File: config.mk
export PLATFORM = sky130hd
export DESIGN_NAME = circular_grid_submap_region_split
export DESIGN_NICKNAME = d
export VERILOG_FILES = /design/src/hw/rtl/cgs_pkg.sv /design/src/hw/rtl/cgs_split.sv /design/src/hw/rtl/circular_grid_submap_region_split.sv
export SDC_FILE = /design/constraint.sdc
export NUM_CORES = 1
export LEC_CHECK = 0
export ABC_AREA = 1
export BUFFER_PORTS_ARGS = -buffer_cell sky130_fd_sc_hd__buf_2
export CORE_UTILIZATION = 50
export CTS_CLUSTER_DIAMETER = 60
export DETAILED_ROUTE_END_ITERATION = 7
export MAX_ROUTING_LAYER = met4
export PLACE_DENSITY = 0.71
export SYNTH_ARGS = -nofsm -noshare
export SYNTH_HDL_FRONTEND = slang
export SYNTH_HIERARCHICAL = 1
export SYNTH_SLANG_ARGS = --single-unit
File: constraint.sdc
create_clock -name clk -period 7.3 [get_ports clk]
set_input_delay 1.095 -clock clk [delete_from_list [all_inputs] [get_ports clk]]
set_output_delay 1.095 -clock clk [all_outputs]
set_load 0.005 [all_outputs]
File: src/hw/rtl/cgs_pkg.sv
package cgs_pkg;

  localparam int ADDR_W = 4;
  localparam int DATA_W = 32;

  // reset values of the configuration registers
  localparam logic [10:0] BUF_ROWS_RST = 11'd1024;
  localparam logic [10:0] BUF_COLS_RST = 11'd1024;

  typedef enum logic [1:0] {
    REG_BUF_ROWS  = 2'd0,
    REG_BUF_COLS  = 2'd1,
    REG_START_ROW = 2'd2,
    REG_START_COL = 2'd3
  } reg_idx_t;

  typedef struct packed {
    logic [10:0] buffer_rows;
    logic [10:0] buffer_cols;
    logic [9:0]  start_row;
    logic [9:0]  start_col;
  } cfg_t;

  typedef struct packed {
    logic [9:0]  top_left_row;
    logic [9:0]  top_left_col;
    logic [10:0] submap_rows;
    logic [10:0] submap_cols;
  } req_t;

  typedef struct packed {
    logic        ok;
    logic [9:0]  region_row;
    logic [9:0]  region_col;
    logic [10:0] region_rows;
    logic [10:0] region_cols;
    logic [1:0]  quadrant;
    logic        last;
  } rsp_t;

endpackage

File: src/hw/rtl/cgs_split.sv
module cgs_split import cgs_pkg::*; #(
  parameter int MAX_DIM = 1024
) (
  input  cfg_t           cfg,
  input  req_t           req,
  output logic [2:0]     cnt,
  output rsp_t [3:0]     ent
);

  logic        bad_size, bad_start, bad_tl, empty, past, impossible, fail;
  logic [11:0] ur, uc;
  logic [11:0] br_row_raw, br_col_raw, br_row, br_col;
  logic        tl_top, tl_left, br_top, br_left;
  logic        row_split, col_split, both;
  logic [10:0] r1, c1, r2, c2;
  logic [1:0]  q;
  rsp_t        p_tl, p_col, p_row, p_both, p_fail;

  always_comb begin
    bad_size = (cfg.buffer_rows == '0) || (cfg.buffer_cols == '0) ||
               (int'(cfg.buffer_rows) > MAX_DIM) || (int'(cfg.buffer_cols) > MAX_DIM);
    bad_start = ({1'b0, cfg.start_row} >= cfg.buffer_rows) ||
                ({1'b0, cfg.start_col} >= cfg.buffer_cols);
    bad_tl = ({1'b0, req.top_left_row} >= cfg.buffer_rows) ||
             ({1'b0, req.top_left_col} >= cfg.buffer_cols);
    empty = (req.submap_rows == '0) || (req.submap_cols == '0);

    tl_top  = req.top_left_row >= cfg.start_row;
    tl_left = req.top_left_col >= cfg.start_col;

    // map-order position of the top-left cell
    ur = tl_top ? 12'(req.top_left_row) - 12'(cfg.start_row)
                : 12'(req.top_left_row) + 12'(cfg.buffer_rows) - 12'(cfg.start_row);
    uc = tl_left ? 12'(req.top_left_col) - 12'(cfg.start_col)
                 : 12'(req.top_left_col) + 12'(cfg.buffer_cols) - 12'(cfg.start_col);
    past = (13'(ur) + 13'(req.submap_rows) > 13'(cfg.buffer_rows)) ||
           (13'(uc) + 13'(req.submap_cols) > 13'(cfg.buffer_cols));

    // bottom-right corner, wrapped at most once
    br_row_raw = 12'(req.top_left_row) + 12'(req.submap_rows) - 12'd1;
    br_col_raw = 12'(req.top_left_col) + 12'(req.submap_cols) - 12'd1;
    br_row = (br_row_raw >= 12'(cfg.buffer_rows)) ?
             br_row_raw - 12'(cfg.buffer_rows) : br_row_raw;
    br_col = (br_col_raw >= 12'(cfg.buffer_cols)) ?
             br_col_raw - 12'(cfg.buffer_cols) : br_col_raw;
    br_top  = br_row >= 12'(cfg.start_row);
    br_left = br_col >= 12'(cfg.start_col);

    impossible = (!tl_top && br_top) || (!tl_left && br_left);
    fail = bad_size || bad_start || bad_tl || empty || past || impossible;

    row_split = tl_top && !br_top;
    col_split = tl_left && !br_left;
    both      = row_split && col_split;
    q = {!tl_top, !tl_left};

    r1 = row_split ? cfg.buffer_rows - {1'b0, req.top_left_row} : req.submap_rows;
    c1 = col_split ? cfg.buffer_cols - {1'b0, req.top_left_col} : req.submap_cols;
    r2 = req.submap_rows - r1;
    c2 = req.submap_cols - c1;

    p_tl   = '{ok: 1'b1, region_row: req.top_left_row, region_col: req.top_left_col,
               region_rows: r1, region_cols: c1, quadrant: q, last: 1'b0};
    p_col  = '{ok: 1'b1, region_row: req.top_left_row, region_col: '0,
               region_rows: r1, region_cols: c2, quadrant: q | 2'b01, last: 1'b0};
    p_row  = '{ok: 1'b1, region_row: '0, region_col: req.top_left_col,
               region_rows: r2, region_cols: c1, quadrant: q | 2'b10, last: 1'b0};
    p_both = '{ok: 1'b1, region_row: '0, region_col: '0,
               region_rows: r2, region_cols: c2, quadrant: 2'b11, last: 1'b0};
    p_fail = '0;

    // packed in emit order; the shifter in the top level takes entry 0 first
    if (fail) begin
      cnt = 3'd1;
      ent = {p_fail, p_fail, p_fail, p_fail};
    end else begin
      cnt = 3'd1 + 3'(col_split) + 3'(row_split) + 3'(both);
      ent = {p_both, p_row, (col_split ? p_col : p_row), p_tl};
    end
  end

endmodule

File: src/hw/rtl/circular_grid_submap_region_split.sv
// Channel   | Handshake              | Payload
// ----------+------------------------+-------------------------------
// request   | start in, busy out     | in_data  (req_t)
// result    | out_strobe out         | out_data (rsp_t), one beat/cycle
// config    | APB psel/penable/...   | pwdata/prdata, 4 regs at 4*i
//
// A request is registered, split combinationally into 1, 2 or 4 regions and
// loaded into a four-entry shifter, from which its first beat shows. One
// beat leaves per cycle, so a request occupies the result port for 1, 2 or
// 4 beats, and busy is high while the shifter still holds more than one
// beat and a request waits behind it. Results cannot be stalled.
// Reset (synchronous, rst_n low) clears the pipeline and loads the
// register defaults.
module circular_grid_submap_region_split import cgs_pkg::*; #(
  parameter int MAX_DIM = 1024
) (
  input  logic              clk,
  input  logic              rst_n,
  input  logic              start,
  output logic              busy,
  input  req_t              in_data,
  output logic              out_strobe,
  output rsp_t              out_data,
  input  logic              psel,
  input  logic              penable,
  input  logic              pwrite,
  input  logic [ADDR_W-1:0] paddr,
  input  logic [DATA_W-1:0] pwdata,
  output logic [DATA_W-1:0] prdata,
  output logic              pready
);

  cfg_t       cfg_r, cfg_nxt;
  logic       req_v_r, req_v_nxt;
  req_t       req_r, req_nxt;
  rsp_t [3:0] q_r, q_nxt;
  logic [2:0] rem_r, rem_nxt;

  logic       accept, load, wr_en;
  logic [2:0] split_cnt;
  rsp_t [3:0] split_ent;
  reg_idx_t   idx;

  cgs_split #(.MAX_DIM(MAX_DIM)) u_split (
    .cfg (cfg_r),
    .req (req_r),
    .cnt (split_cnt),
    .ent (split_ent)
  );

  assign idx    = reg_idx_t'(paddr[3:2]);
  assign wr_en  = psel && penable && pwrite;
  assign pready = 1'b1;

  always_comb begin
    unique case (idx)
      REG_BUF_ROWS:  prdata = DATA_W'(cfg_r.buffer_rows);
      REG_BUF_COLS:  prdata = DATA_W'(cfg_r.buffer_cols);
      REG_START_ROW: prdata = DATA_W'(cfg_r.start_row);
      REG_START_COL: prdata = DATA_W'(cfg_r.start_col);
      default:       prdata = '0;
    endcase
  end

  always_comb begin
    cfg_nxt = cfg_r;
    if (wr_en) begin
      unique case (idx)
        REG_BUF_ROWS:  cfg_nxt.buffer_rows = pwdata[10:0];
        REG_BUF_COLS:  cfg_nxt.buffer_cols = pwdata[10:0];
        REG_START_ROW: cfg_nxt.start_row   = pwdata[9:0];
        REG_START_COL: cfg_nxt.start_col   = pwdata[9:0];
        default:       cfg_nxt = cfg_r;
      endcase
    end
  end

  // the shifter frees up when at most its final beat remains
  assign load   = req_v_r && (rem_r <= 3'd1);
  assign busy   = req_v_r && (rem_r > 3'd1);
  assign accept = start && !busy;

  always_comb begin
    req_nxt   = accept ? in_data : req_r;
    req_v_nxt = accept || (req_v_r && !load);
    if (load) begin
      q_nxt   = split_ent;
      rem_nxt = split_cnt;
    end else begin
      q_nxt      = {q_r[3], q_r[3:1]};
      rem_nxt    = (rem_r != '0) ? rem_r - 3'd1 : rem_r;
    end
  end

  always_comb begin
    out_strobe    = rem_r != '0;
    out_data      = q_r[0];
    out_data.last = rem_r == 3'd1;
  end

  always_ff @(posedge clk) begin
    if (!rst_n) begin
      cfg_r   <= '{buffer_rows: BUF_ROWS_RST, buffer_cols: BUF_COLS_RST,
                   start_row: '0, start_col: '0};
      req_v_r <= 1'b0;
      rem_r   <= '0;
    end else begin
      cfg_r   <= cfg_nxt;
      req_v_r <= req_v_nxt;
      rem_r   <= rem_nxt;
    end
  end

  always_ff @(posedge clk) begin
    req_r <= req_nxt;
    q_r   <= q_nxt;
  end

endmodule

==> results of run 1 <==
[flip-flops by register name (all words and copies together) (netlist names)]
signal	count
req_v_r	1
q_r	135
out_data	45
cfg_r	42
req_r	42
rem_r	3
[area by class of cell]
type / instances / area (sq um) / share of cell area, %
multi-input combinational: 2083 / 12540 / 53.14
timing repair buffer: 241 / 1516 / 6.424
timing repair inverter: 1 / 5.005 / 0.02120
sequential: 268 / 6236 / 26.42
tap: 539 / 674.4 / 2.857
clock buffer: 47 / 980.9 / 4.155
inverter: 393 / 1490 / 6.312
antenna: 1 / 2.502 / 0.01060
clock inverter: 15 / 157.7 / 0.6678
[cell usage in the layout (no fill, tap or decap), drive strengths merged, types with 3 or more instances in the layout]
master	count
clkbuf	47
or2	4
nand4	37
ha	251
o31ai	8
nor2	225
clkinv	16
a21oi	148
nand2	838
o21a	4
o21bai	13
a21boi	4
a21o	14
fa	32
o211ai	8
nand3	95
mux2i	6
o2111ai	3
buf	241
a31oi	14
inv	392
nand3b	3
edfxtp	87
o21ai	134
nor3	45
conb	52
xnor2	34
a211oi	15
xor2	76
dfxtp	181
and2	6
nor4	11
[power by group]
part	internal [mW]	switching [mW]	total (mW)
combinational	2.32	3.52	5.84
clock	0.995	0.683	1.68
sequential	1.90	0.114	2.01
total	5.21	4.31	9.53
[critical path: cells and delay by family (launching register included)]
family / cells / cell delay (ns)
XOR/XNOR: 1 / 0.11
AND/OR/NAND/NOR: 26 / 2.12
buffers and inverters: 8 / 0.70
flip-flops: 1 / 0.39
adder cells (fa/ha/maj): 6 / 1.77
AO/OA/AOI/OAI: 11 / 1.64
[per-layer routing]
layer  vias up  routed length (um)  GRT usage (%)
met5         -                   0              -
met2       540               28350          47.27
li1       9373                   -              -
met3       138                3250          3.894
met4         0                2463          11.29
met1      8625               25150          33.33
[path summary, 6_finish.rpt]
check / from / to / slack [ns] / cells after the start
worst max register to register: req_r[12]$_DFFE_PP_ / q_r[70]$_DFF_P_ / 0.43 / 52
worst min-delay path: q_r[114]$_DFF_P_ / q_r[68]$_DFF_P_ / 0.42 / 2
worst max-delay path: req_r[12]$_DFFE_PP_ / q_r[70]$_DFF_P_ / 0.43 / 52
worst min register to register: q_r[114]$_DFF_P_ / q_r[68]$_DFF_P_ / 0.42 / 2
[stage by stage]
step / utilization [%] / cells / setup slack [ns] / cell area [sq um]
final: 56.28 / 3588 / 0.4251 / 23610
after floorplan: - / 2948 / 0.2643 / 21420
after detailed placement: 52.45 / 3501 / 0.02075 / 22000
after global routing: 56.28 / 3588 / -0.09979 / 23610
after CTS: 55.18 / 3563 / 0.01382 / 23150
after global placement: 52.45 / 3501 / 0.1441 / 22000
[timing repair]
action                                  CTS  global route
hold endpoints to repair                  0             0
endpoints found under the setup margin    2            30
pin swaps                                 0            30
buffers inserted                          0            22
resized for setup                         2            84
gates cloned                              0             2
==> metrics, run 1 <==
Rows=75; Final #Nets=3389; wire per inst=16.50 um; synthesized area=21240 sq um; H-tree level count=2; actual slew at the worst max-slew pin=0.9630 ns; worst endpoint required time=7.73 ns; P_leak=12.09 nW; final hold slack=0.4186 ns; crit start category=flop; RSZ-0062 raised after global routing=true; number of port buffers=119; clock buffer depth=3; total global routing overflow=0; Final Max Slew Viols=0; synth warn=6; Die Width=208.1 um; clock sink total=268; CTS tree=built; Worst setup EP type=flop; Critical Path Max Stage Delay=0.43 ns; DR vias/cell=5.205; residual DRC count=0; DPL Wire Length=45.66 mm; Die H=208.1 um; synthesized area per cell=7.325 sq um; clock-pin slew on the worst setup and hold paths=0.06 ns; Initial Util=50.63%; Area growth, synth to finish=11.16%; worst-path fanout max=9; Tcrit/Tclk final=94.18%; hold buffer count at CTS=0; crit path kind=reg -> reg; routability cong.=0.9711; # IOs=165; Pre-antenna DRT Iters=5; TritonCTS Buffers=34; Final setup violation count=0; Skew-Pair Late Insertion Delay=0.55 ns; worst vdd ir=409.1 uV; fin crit period=6.875 ns; clk_skew=0.02101 ns; largest net degree at the start of global routing=97; vias in the first global route=17800; total die area=43300 sq um; power density cells=403.6 nW/um^2; CP Data Arrival Time=7.31 ns; initial antenna violation count=1; Power, Total=9.528 mW; drt first-iter violations=1326; setup tns final=0 ns; Hold Path Class=reg -> reg; outcome=finished, final reports clean; Final Hold Vio Count=0; Fillers=4009; Crit-path slowest cell=fa_2; first-pass GRT wire length=92.66 mm; total global-route track usage=27.91%; slew margin rel.=35.80%; max cap viols=0; root buf cell=clkbuf_16; Via Count=18680; Final ANT Viol Nets=0; Max Freq=145.5 MHz; Synth Instances=2899; core area=41950 sq um; most used cell, CP=nand2_1; ratio of cells with drive above 1 in the final layout=13.12%; WL final=59.21 mm
No activity file was read; power rests on OpenSTA's default activity.
==> run 2, diff against run 1 <==
- PLACE_DENSITY: 0.71 -> 0.68
- REMOVE_ABC_BUFFERS: unset -> 1
- clock period: 7.3 -> 8.4 ns (I/O delays scaled with it)
==> metrics, run 2 (same netlist as run 1, synthesis figures left out) <==
fin crit period=7.797 ns (+0.9216 ns); CP startpoint=req_r[14]$_DFFE_PP_; multi-input combinational cell area=12280 sq um (-2.1%); Via Count=18390 (-1.5%); routability cong.=0.9840 (+1.3%); Biggest register=q_r; total global-route track usage=28.82% (+0.92 points); Final ANT Viol Nets=0 (unchanged); M3 GR Usage=3.713% (-0.18 points); drt first-iter violations=1189 (-10%); setup tns final=0 ns (unchanged); clock buffer depth=3 (unchanged); worst-path fanout max=15 (+6); Rows=75 (unchanged); vias in the first global route=17950 (+0.81%); CP bufs+invs=5 (-3); WL final=60.08 mm (+1.5%); Final setup violation count=0 (unchanged); Area growth, synth to finish=7.400%; core area=41950 sq um (unchanged); Pre-antenna DRT Iters=8 (+3); M1 GR Usage=33.00% (-0.33 points); crit path kind=reg -> reg; WP depth=49 (-5.8%); Hold Path Class=reg -> reg; Worst setup EP type=flop; most frequent cells in the layout=nand2_1, inv_1, ha_1; Critical Path Max Stage Delay=0.44 ns (about the same); clock-pin slew on the worst setup and hold paths=0.06 ns (about the same); worst endpoint required time=8.87 ns (+1.14 ns); Die Width=208.1 um (unchanged); Reg2Reg Setup Slack=0.60 ns (+0.18 ns); total global routing overflow=0 (unchanged); root buf cell=clkbuf_16; Fillers=4010 (+0.025%); Die H=208.1 um (unchanged); slew margin rel.=37.91% (+2.1 points); outcome=finished, final reports clean; register area=6236 sq um (unchanged); FF-to-FF path depth=49 (-5.8%); first-pass GRT wire length=95.14 mm (+2.7%); ratio of cells with drive above 1 in the final layout=9.021% (-4.1 points); TritonCTS Buffers=35 (+2.9%); crit start category=flop; delay-heaviest family, CP=compound AO/OA/AOI/OAI gates; total die area=43300 sq um (unchanged); residual DRC count=0 (unchanged); number of port buffers=119 (unchanged); Max Freq=128.3 MHz (-12%); Crit-path slowest cell=edfxtp_1; Skew-Pair Late Insertion Delay=0.55 ns (about the same); most used cell, CP=nand2_1; P_leak=11.71 nW (-3.2%); clk_skew=0.02126 ns (+0.0002539 ns); Initial Util=50.63% (unchanged); largest net degree at the start of global routing=93 (-4.1%); actual slew at the worst max-slew pin=0.9314 ns (-0.03159 ns); DPL Wire Length=47.17 mm (+3.3%); post-route design area=22810 sq um (-3.4%); max FFs per register=135 (unchanged); reg-to-reg startpoint=req_r[14]$_DFFE_PP_; Area after DPL=21540 sq um (-2.1%); crit path to=q_r[69]$_DFF_P_; Tcrit/Tclk final=92.82% (-1.4 points); CTS tree=built; wire per inst=17.11 um (+3.7%); hold buffer count at CTS=0 (unchanged); power density cells=344.0 nW/um^2 (-15%); max cap viols=0 (unchanged); initial antenna violation count=1 (unchanged); grt met2 use=49.75% (+2.5 points); DR vias/cell=5.237 (+0.62%); worst vdd ir=234.7 uV (-43%); clock sink total=268 (unchanged); H-tree level count=2 (unchanged); layer carrying the most global-route usage=met2; commonest non-fill, non-tap cell in the layout=nand2_1; Final #Nets=3311 (-2.3%); # IOs=165 (unchanged); CP Data Arrival Time=8.27 ns (+0.96 ns); r2r endpoint=q_r[69]$_DFF_P_; Final Max Slew Viols=0 (unchanged); Final Hold Vio Count=0 (unchanged)
[run 2: changes by cell type in the layout (fill, tap and decap cells not counted), sizes merged]
cell,before,now
clkbuf,47,48
buf,241,163
inv,392,391
clkinvlp,0,4
bufinv,1,2
clkinv,16,12
[run 2: repair_timing]
item	CTS	global route
endpoints found under the hold margin	0	0
resized for setup	0	7
buffers inserted	0	7
setup endpoints to repair	0	18
[run 2: cell type report]
| class | count | share of cell area (%) |
|---|---|---|
| well taps | 539 | 2.957 |
| inverters | 393 | 6.534 |
| repair buffers | 163 | 4.059 |
| multi-input cells | 2083 | 53.84 |
| diodes | 1 | 0.01097 |
| clock buffers | 48 | 4.504 |
| flip-flops and latches | 268 | 27.34 |
| clock inverters | 16 | 0.7515 |
[run 2: per-stage QoR]
stage / power, mW / hold slack [ns] / setup slack, ns / cells / util (%)
finish: 7.846 / 0.4193 / 0.6034 / 3511 / 54.37
CTS: 7.814 / 0.4169 / 0.3841 / 3503 / 54.20
global placement: 6.153 / 0.4074 / 0.6117 / 3439 / 51.34
floorplan: 5.008 / 0.4030 / 0.7785 / 2744 / -
detailed placement: 6.245 / 0.4082 / 0.4486 / 3439 / 51.34
global route: 8.565 / 0.4375 / -0.004134 / 3511 / 54.37
[run 2: power by group]
part / leakage, nW / internal, mW / total [mW] / switching (mW)
combinational: 8.78 / 1.67 / 4.55 / 2.88
clock: 0.588 / 0.929 / 1.53 / 0.596
sequential: 2.34 / 1.65 / 1.77 / 0.115
[run 2: worst min path at each step]
stage / from / endpoint / slack [ns] / cells past startpoint
after floorplan: q_r[116]$_DFF_P_ / q_r[70]$_DFF_P_ / 0.40 / 2
after detailed placement: q_r[133]$_DFF_P_ / q_r[87]$_DFF_P_ / 0.41 / 2
final: q_r[133]$_DFF_P_ / q_r[87]$_DFF_P_ / 0.42 / 2
after global placement: q_r[122]$_DFF_P_ / q_r[76]$_DFF_P_ / 0.41 / 2
after CTS: q_r[113]$_DFF_P_ / q_r[67]$_DFF_P_ / 0.42 / 2
after global routing: q_r[88]$_DFF_P_ / out_data[42]$_DFF_P_ / 0.44 / 2
[run 2: layer usage]
layer / vias to the layer above / share of wire (%)
li1: 9215 / -
met1: 8450 / 42
met2: 557 / 48
met3: 166 / 4.9
met4: 0 / 5.2
met5: - / 0
[run 2: worst register-to-register path: cells and delay by family (launching register included)]
kind                     cells  cell delay (ns)
XOR/XNOR                     2             0.48
adder cells (fa/ha/maj)      5             1.65
AO/OA/AOI/OAI               14             2.34
AND/OR/NAND/NOR             23             2.26
flip-flops                   1             0.44
buffers and inverters        5             0.55
